**config.mk**
```make
export PLATFORM = sky130hd
export DESIGN_NAME = ordered_counted_list_core
export DESIGN_NICKNAME = d
export VERILOG_FILES = /design/src/rtl/ocl_pkg.sv /design/src/rtl/ocl_cell.sv /design/src/rtl/ordered_counted_list_core.sv
export SDC_FILE = /design/constraint.sdc
export NUM_CORES = 2
export LEC_CHECK = 0
export BUFFER_PORTS_ARGS = -buffer_cell sky130_fd_sc_hd__buf_2
export CORE_MARGIN = 2
export CORE_UTILIZATION = 45
export CTS_CLUSTER_DIAMETER = 40
export CTS_CLUSTER_SIZE = 28
export DETAILED_ROUTE_END_ITERATION = 16
export SKIP_LAST_GASP = 1
export SLEW_MARGIN = 15
export SYNTH_ARGS = -nofsm -noshare
export SYNTH_HDL_FRONTEND = slang
export SYNTH_HIERARCHICAL = 1
export SYNTH_SLANG_ARGS = --single-unit
export TNS_END_PERCENT = 10
```
**constraint.sdc**
```tcl
create_clock -name clk -period 22.8 [get_ports clk]
set_input_delay 4.56 -clock clk [delete_from_list [all_inputs] [get_ports clk]]
set_output_delay 4.56 -clock clk [all_outputs]
set_load 0.01 [all_outputs]
```
**src/rtl/ocl_pkg.sv**
```systemverilog
// ----------------------------------------------------------------------------
// ocl_pkg: shared types and codes for the ordered counted list
// Request and result payloads, the per-cell entry, the control broadcast to
// the cell row and the status each cell reports back.
// ----------------------------------------------------------------------------
package ocl_pkg;

  localparam int TYPE_W  = 8;
  localparam int COUNT_W = 8;
  localparam int SLOT_W  = 5;
  localparam int USED_W  = 6;

  // request commands
  localparam logic [1:0] CMD_ADD_ENTRY = 2'd0;
  localparam logic [1:0] CMD_ADD_RES   = 2'd1;
  localparam logic [1:0] CMD_DEL_SLOT  = 2'd2;
  localparam logic [1:0] CMD_SUB_RES   = 2'd3;

  // result status
  localparam logic [1:0] ST_OK    = 2'd0;
  localparam logic [1:0] ST_FULL  = 2'd1;
  localparam logic [1:0] ST_NOHIT = 2'd2;

  // cell operations
  localparam logic [2:0] OP_HOLD = 3'd0;
  localparam logic [2:0] OP_INS  = 3'd1;
  localparam logic [2:0] OP_DEL  = 3'd2;
  localparam logic [2:0] OP_INC  = 3'd3;
  localparam logic [2:0] OP_SUB  = 3'd4;

  localparam logic [COUNT_W-1:0] COUNT_MAX = '1;

  typedef struct packed {
    logic [1:0]         cmd;
    logic [TYPE_W-1:0]  kind_code;
    logic [COUNT_W-1:0] item_count;
    logic               at_head;
    logic [SLOT_W-1:0]  slot_index;
  } ocl_in_t;

  typedef struct packed {
    logic [1:0]         status;
    logic [TYPE_W-1:0]  removed_type;
    logic [COUNT_W-1:0] removed_count;
    logic               removed_valid;
    logic [USED_W-1:0]  entries_used;
  } ocl_out_t;

  typedef struct packed {
    logic [TYPE_W-1:0]  kind;
    logic [COUNT_W-1:0] amount;
  } entry_t;

  typedef struct packed {
    logic [2:0]         op;
    entry_t             new_entry;
    logic [TYPE_W-1:0]  key;
    logic               check_amt;
    logic [COUNT_W-1:0] sub_amount;
  } cell_ctrl_t;

  typedef struct packed {
    logic   hit;
    logic   zero;
    entry_t rd;
  } cell_stat_t;

endpackage

```
**src/rtl/ocl_cell.sv**
```systemverilog
// ----------------------------------------------------------------------------
// ocl_cell: one slot of the ordered list
// Holds one entry, matches it against the broadcast key when selected and
// takes its neighbor's entry when the list shifts.
// ----------------------------------------------------------------------------
module ocl_cell #(
  parameter int IDX   = 0,
  parameter int SEL_W = 6
) (
  input  logic               clk,
  input  ocl_pkg::cell_ctrl_t ctrl,
  input  logic [SEL_W-1:0]   sel,
  input  ocl_pkg::entry_t    left_in,
  input  ocl_pkg::entry_t    right_in,
  output ocl_pkg::entry_t    entry_out,
  output ocl_pkg::cell_stat_t stat_out
);
  import ocl_pkg::*;

  localparam logic [SEL_W-1:0] MY_IDX = SEL_W'(IDX);

  entry_t entry_r, entry_nxt;
  logic   here, match;

  assign here  = (sel == MY_IDX);
  assign match = (entry_r.kind == ctrl.key) &&
                 (!ctrl.check_amt || (entry_r.amount >= ctrl.sub_amount));

  assign stat_out.hit  = here && match;
  assign stat_out.zero = here && match && (entry_r.amount == ctrl.sub_amount);
  assign stat_out.rd   = here ? entry_r : '0;
  assign entry_out     = entry_r;

  always_comb begin
    entry_nxt = entry_r;
    case (ctrl.op)
      OP_INS: begin
        if (here) begin
          entry_nxt = ctrl.new_entry;
        end else if (sel < MY_IDX) begin
          entry_nxt = left_in;
        end
      end
      OP_DEL: begin
        if (sel <= MY_IDX) begin
          entry_nxt = right_in;
        end
      end
      OP_INC: begin
        if (here && (entry_r.amount != COUNT_MAX)) begin
          entry_nxt.amount = entry_r.amount + COUNT_W'(1);
        end
      end
      OP_SUB: begin
        if (here) begin
          entry_nxt.amount = entry_r.amount - ctrl.sub_amount;
        end
      end
      default: begin
        entry_nxt = entry_r;
      end
    endcase
  end

  always_ff @(posedge clk) begin
    entry_r <= entry_nxt;
  end

endmodule

```
**src/rtl/ordered_counted_list_core.sv**
```systemverilog
// ----------------------------------------------------------------------------
// ordered_counted_list_core: compact ordered list with type match and counts
// Row of list cells plus a small sequencer that walks a search position down
// the row, applies insert, delete, increment and subtract, and registers one
// result for each request.
// ----------------------------------------------------------------------------
//
//   channel | ports                        | payload
//   --------+------------------------------+----------------------------
//   request | in_valid, in_stall, in_data  | cmd, type, count, head, slot
//   result  | out_valid, out_stall, out_data | status, removed entry, fill
//
// Add entry and remove slot finish in the accept cycle: the result is shown
// the cycle after. Add resource and remove resource walk the search position
// one cell per cycle from the head until a match, or up to the fill count when
// nothing matches, and register the result when the walk ends.
// Reset clears the fill count, sequencer and result valid flag; cell contents
// are undefined until written. A stalled result holds; a new request is taken
// in the cycle the held result drains.
// ----------------------------------------------------------------------------
module ordered_counted_list_core #(
  parameter int LIST_DEPTH = 32
) (
  input  logic              clk,
  input  logic              rst_n,
  input  logic              in_valid,
  output logic              in_stall,
  input  ocl_pkg::ocl_in_t  in_data,
  output logic              out_valid,
  input  logic              out_stall,
  output ocl_pkg::ocl_out_t out_data
);
  import ocl_pkg::*;

  // fill count and search position both need to reach LIST_DEPTH
  localparam int FW    = $clog2(LIST_DEPTH + 1);
  localparam int CMP_W = (FW > SLOT_W) ? FW : SLOT_W;
  localparam logic [FW-1:0] DEPTH_F = FW'(LIST_DEPTH);

  localparam logic S_IDLE = 1'b0;
  localparam logic S_SCAN = 1'b1;

  logic            state_r, state_nxt;
  logic [FW-1:0]   fill_r, fill_nxt;
  logic [FW-1:0]   scan_r, scan_nxt;
  ocl_in_t         req_r, req_nxt;
  logic            out_valid_r, out_valid_nxt;
  ocl_out_t        out_r;

  ocl_in_t         cur;
  cell_ctrl_t      ctrl;
  logic [FW-1:0]   sel;
  logic [FW-1:0]   ins_pos;
  logic            accept, out_free, full, any_hit, any_zero;
  logic            res_load;
  ocl_out_t        res;
  entry_t          rd_entry;

  entry_t          cell_entry [LIST_DEPTH];
  cell_stat_t      cell_stat  [LIST_DEPTH];
  logic [LIST_DEPTH-1:0] hit_v, zero_v;

  // ---- cell row ------------------------------------------------------------
  for (genvar g = 0; g < LIST_DEPTH; g++) begin : g_cell
    entry_t left_e, right_e;
    if (g == 0) begin : g_head
      assign left_e = ctrl.new_entry;
    end else begin : g_mid_l
      assign left_e = cell_entry[g-1];
    end
    if (g == LIST_DEPTH - 1) begin : g_tail
      assign right_e = cell_entry[g];
    end else begin : g_mid_r
      assign right_e = cell_entry[g+1];
    end

    ocl_cell #(
      .IDX   (g),
      .SEL_W (FW)
    ) u_cell (
      .clk       (clk),
      .ctrl      (ctrl),
      .sel       (sel),
      .left_in   (left_e),
      .right_in  (right_e),
      .entry_out (cell_entry[g]),
      .stat_out  (cell_stat[g])
    );

    assign hit_v[g]  = cell_stat[g].hit;
    assign zero_v[g] = cell_stat[g].zero;
  end

  assign any_hit  = |hit_v;
  assign any_zero = |zero_v;

  // only the selected cell drives its entry, so an OR collects it
  always_comb begin
    rd_entry = '0;
    for (int i = 0; i < LIST_DEPTH; i++) begin
      rd_entry = rd_entry | cell_stat[i].rd;
    end
  end

  // ---- handshake -----------------------------------------------------------
  assign out_free = !out_valid_r || !out_stall;
  assign in_stall = (state_r != S_IDLE) || !out_free;
  assign accept   = in_valid && !in_stall;
  assign full     = (fill_r == DEPTH_F);

  // work on the incoming request in idle, the held one while scanning
  assign cur     = (state_r == S_IDLE) ? in_data : req_r;
  assign ins_pos = cur.at_head ? '0 : fill_r;

  always_comb begin
    ctrl.op               = OP_HOLD;
    ctrl.new_entry.kind   = cur.kind_code;
    ctrl.new_entry.amount = (cur.cmd == CMD_ADD_ENTRY) ? cur.item_count : COUNT_W'(1);
    ctrl.key              = cur.kind_code;
    ctrl.check_amt        = (cur.cmd == CMD_SUB_RES);
    ctrl.sub_amount       = cur.item_count;

    sel       = '0;
    state_nxt = state_r;
    scan_nxt  = scan_r;
    fill_nxt  = fill_r;
    req_nxt   = req_r;
    res_load  = 1'b0;
    res       = '0;
    res.status = ST_OK;

    case (state_r)
      S_IDLE: begin
        if (accept) begin
          req_nxt = in_data;
          case (in_data.cmd)
            CMD_ADD_ENTRY: begin
              res_load = 1'b1;
              if (full) begin
                res.status = ST_FULL;
              end else begin
                ctrl.op  = OP_INS;
                sel      = ins_pos;
                fill_nxt = fill_r + FW'(1);
              end
            end
            CMD_DEL_SLOT: begin
              res_load = 1'b1;
              if (CMP_W'(in_data.slot_index) >= CMP_W'(fill_r)) begin
                res.status = ST_NOHIT;
              end else begin
                // slot is below the fill count, so it fits the select width
                sel               = FW'(in_data.slot_index);
                ctrl.op           = OP_DEL;
                fill_nxt          = fill_r - FW'(1);
                res.removed_type  = rd_entry.kind;
                res.removed_count = rd_entry.amount;
                res.removed_valid = 1'b1;
              end
            end
            default: begin
              // resource commands search from the head
              state_nxt = S_SCAN;
              scan_nxt  = '0;
            end
          endcase
        end
      end
      S_SCAN: begin
        if (out_free) begin
          if (scan_r == fill_r) begin
            // walked past the last entry: no match
            res_load  = 1'b1;
            state_nxt = S_IDLE;
            if (req_r.cmd == CMD_ADD_RES) begin
              if (full) begin
                res.status = ST_FULL;
              end else begin
                ctrl.op  = OP_INS;
                sel      = ins_pos;
                fill_nxt = fill_r + FW'(1);
              end
            end else begin
              res.status = ST_NOHIT;
            end
          end else begin
            sel = scan_r;
            if (any_hit) begin
              res_load  = 1'b1;
              state_nxt = S_IDLE;
              if (req_r.cmd == CMD_ADD_RES) begin
                ctrl.op = OP_INC;
              end else if (any_zero) begin
                // count drops to zero: drop the entry and close the gap
                ctrl.op           = OP_DEL;
                fill_nxt          = fill_r - FW'(1);
                res.removed_type  = req_r.kind_code;
                res.removed_valid = 1'b1;
              end else begin
                ctrl.op = OP_SUB;
              end
            end else begin
              // advance to the next cell
              scan_nxt = scan_r + FW'(1);
            end
          end
        end
      end
      default: begin
        state_nxt = S_IDLE;
      end
    endcase

    res.entries_used = USED_W'(fill_nxt);
  end

  assign out_valid_nxt = res_load || (out_valid_r && out_stall);

  // ---- registers -----------------------------------------------------------
  always_ff @(posedge clk) begin
    if (!rst_n) begin
      state_r     <= S_IDLE;
      fill_r      <= '0;
      scan_r      <= '0;
      out_valid_r <= 1'b0;
    end else begin
      state_r     <= state_nxt;
      fill_r      <= fill_nxt;
      scan_r      <= scan_nxt;
      out_valid_r <= out_valid_nxt;
    end
  end

  // payload registers: hold a stalled result, load a fresh one
  always_ff @(posedge clk) begin
    req_r <= req_nxt;
    if (res_load) begin
      out_r <= res;
    end
  end

  assign out_valid = out_valid_r;
  assign out_data  = out_r;

endmodule

```
==> flow_summary.toml <==
[sta]
slew_viol_final = 0
fin_worst_skew_ps = 36.0
fmax_mhz = 73.9
fin_crit_ps = 13530
rsz0062_at_grt = "false"
final_hold_viol_count = 0
slew_headroom_pct = 6.49
worstMarginPinSlew_ps = 1390
final.period_utilization_pct = 59.3
fin_setup_tns_ps = 0
setup_viol = 0

[worst_setup_path]
end_kind = "register"
worst-r2r-setup-slack_ps = 12190
crit_type = "in -> reg"
startpoint = "in_data[2]"
r2r-start = "fill_r[2]"
startpoint_type = "input port"
crit_end = "g_cell[25].u_cell/entry_out[6]"
ff2ff_path_depth = 27
crit_path_max_fanout = 72
arrival_ps = 13960
r2r_end = "g_cell[25].u_cell/entry_out[6]"
worstPathRequired_ps = 23230

[finish]
layout.cells.most_common_list = "nand2_1 (671), edfxtp_1 (556), and2_1 (484)"
instances_no_fill = 8600
area_growth_pct = 11.4
layout-drive-gt1-share_pct = 10.4
nFillCells = 12300
layout_commonest_cell = "nand2_1"
finish.instance_area_um2 = 65500
layout.nets = 7101

[power]
power_density_nw_per_um2 = 77.9
p_sw_mw = 1.85
ir_drop_mv = 0.0495
swShare_pct = 36.4
power.share.clock_pct = 39.8
p_comb_share_pct = 29.1
power.internal_mw = 3.24
p_seq_share_pct = 31.1
leakagePower_nw = 24.7
total_power_mw = 5.10

[logic_synthesis]
synth_nets = 7028
synth-edff-count = 556
synth.distinct_cells = 132
syn_area_per_cell_um2 = 8.81
synth_warnings = 6
ys.flop_type = "edfxtp_1"
synth_seq_area_share_pct = 28.9
netlist_instances = 6671
ys_ff_latch = 570
syn_area_um2 = 58800
async_flop_share_pct = 0

[flow_run]
max-cap-violations = 0

[global_route]
busiest_layer = "met2"
use_met3_pct = 7.58
grt_overflow = 0
grt_use_met1_pct = 49.5
antenna_found_initial = 9
grt_use_met2_pct = 51.4
grt_max_degree = 184
grt_pass1_wl_um = 352000
grt_usage_pct = 35.2
grt_pass1_vias = 52200

[cts]
htreeDepth = 4
clk_latency_ps = 760
clockRootBuffer = "clkbuf_16"
cts.sinks = 570
ctsResizeCount = 0
cts_hold_buf = 0
cts_buffer_depth = 3
cts_buffers = 135
clk_pin_slew_ps = 50
cts_tree = "done"
postCtsSetupRepairBufs = 0

[place]
dpl-instance-area_um2 = 60700
numPortBuffers = 54
dp.final_hpwl_um = 171000
dp_cells = 8349
place_congestion = 1.00

[routing]
ant_nets = 0
drc_errors = 0
wirelength_um = 242000
via_per_inst = 6.48
dr.pass1.iters = 10
num_vias = 55700
drt-initial-drc-count = 7960
wl_per_cell_um = 28.1

[floorplan]
core_area_um2 = 129000
die_w_um = 365
dieHeight_um = 365
start_util_pct = 45.4
io_pins = 55
die-area_um2 = 133000
row_count = 132

[worst_hold_path]
hp-start = "scan_r[4]"
hp-class = "reg -> reg"

[outcome]
status = "completed"
[registers in the layout, summed over array words and instances (netlist names)]
signal	cells
scan_r	6
state_r	1
out_data	25
g_cell.u_cell/entry_out	512
out_valid	1
fill_r	6
req_r	19
[synth_stat cells (25+ instances only)]
library cell,n,area [µm²]
nand2_1,671,2520
edfxtp_1,556,16700
and2_1,484,3030
mux2i_1,448,4480
xor2_1,421,3690
nor2_1,383,1440
o21ai_0,375,1880
inv_1,339,1270
ha_1,297,3720
a21oi_1,261,1310
nor4_1,249,1560
xnor2_1,195,1710
nand3_1,168,841
o21ai_1,134,671
nand4_1,109,682
mux2_2,86,968
nand2b_1,79,494
nor2b_1,78,488
and3_1,76,475
clkbuf_1,76,285
nor3_1,69,345
o221ai_1,66,578
a31oi_1,60,375
a211o_1,58,508
buf_2,58,290
o211ai_1,56,420
a21o_1,53,398
a211oi_1,45,338
buf_6,40,450
o22ai_1,39,244
fa_1,32,641
a22oi_1,25,188
buf_4,25,188
o21a_1,25,188
[cell families after synthesis]
family,count (synthesis),share of synthesized area (%)
flip-flops,570,28.9
AND/OR/NAND/NOR,2590,23.8
XOR/XNOR,616,9.18
multiplexers,548,9.59
buffers and inverters,579,5.04
AO/OA/AOI/OAI,1439,16.0
adder cells (fa/ha/maj),329,7.41
[worst min-delay path by stage]
stage	to	slack (ps)	depth (start not counted)
2_1_floorplan	scan_r[1]	480	2
3_3_place_gp	scan_r[4]	540	2
3_5_place_dp	scan_r[1]	540	2
4_1_cts	scan_r[1]	540	2
5_1_grt	scan_r[1]	560	2
6_report	scan_r[4]	550	2
[per-layer routing]
metal | part of all wire (%) | routed length [µm]
met1 | 42 | 102000
met5 | 0.022 | 53
met3 | 11 | 26600
met4 | 4.9 | 11800
met2 | 42 | 101000
[power groups by stage]
stage | Clock [mW] | Combinational, mW | Sequential, mW
finish | 2.03 | 1.48 | 1.59
global route | 2.09 | 1.60 | 1.59
CTS | 2.05 | 1.44 | 1.58
detailed placement | 0 | 1.43 | 1.59
global placement | 0 | 1.43 | 1.59
floorplan | 0 | 1.04 | 1.47
[critical path, cell delays in order]
cell,delay [ps]
buf_2,120
ha_1,300
a21oi_1,130
o21ai_0,170
a21oi_2,430
and2_1,280
a22oi_1,170
o22ai_4,850
buf_4,630
nand2_1,230
nor2_4,720
nand3_1,230
a21oi_1,270
nor4_2,160
nand4_1,360
nor2_1,180
nand2_1,140
nand2_1,120
o21ai_4,190
buf_4,620
buf_4,730
buf_4,670
nor2_1,160
nor3_1,160
o21ai_0,100
a21oi_1,680
nand2b_1,410
[area by class of cell]
cell class                 count  area, µm²  share of cell area [%]
antenna                        3       7.51                  0.0115
clock buffer                 152       3560                    5.44
clock inverter                96       1150                    1.75
inverter                     339       1270                    1.94
multi-input combinational   5522      39100                    59.8
sequential                   570      17000                    25.9
tap                         1742       2180                    3.33
timing repair buffer         176       1200                    1.83
[through the flow]
step / setup WS, ps / util [%] / hold WS (ps)
finish: 9270 / 50.6 / 549
global route: 8740 / 50.5 / 562
CTS: 9570 / 50.5 / 543
detailed placement: 8750 / 46.9 / 535
global placement: 8940 / 46.9 / 535
floorplan: 1600 / - / 481
No activity file was read; power rests on OpenSTA's default activity.
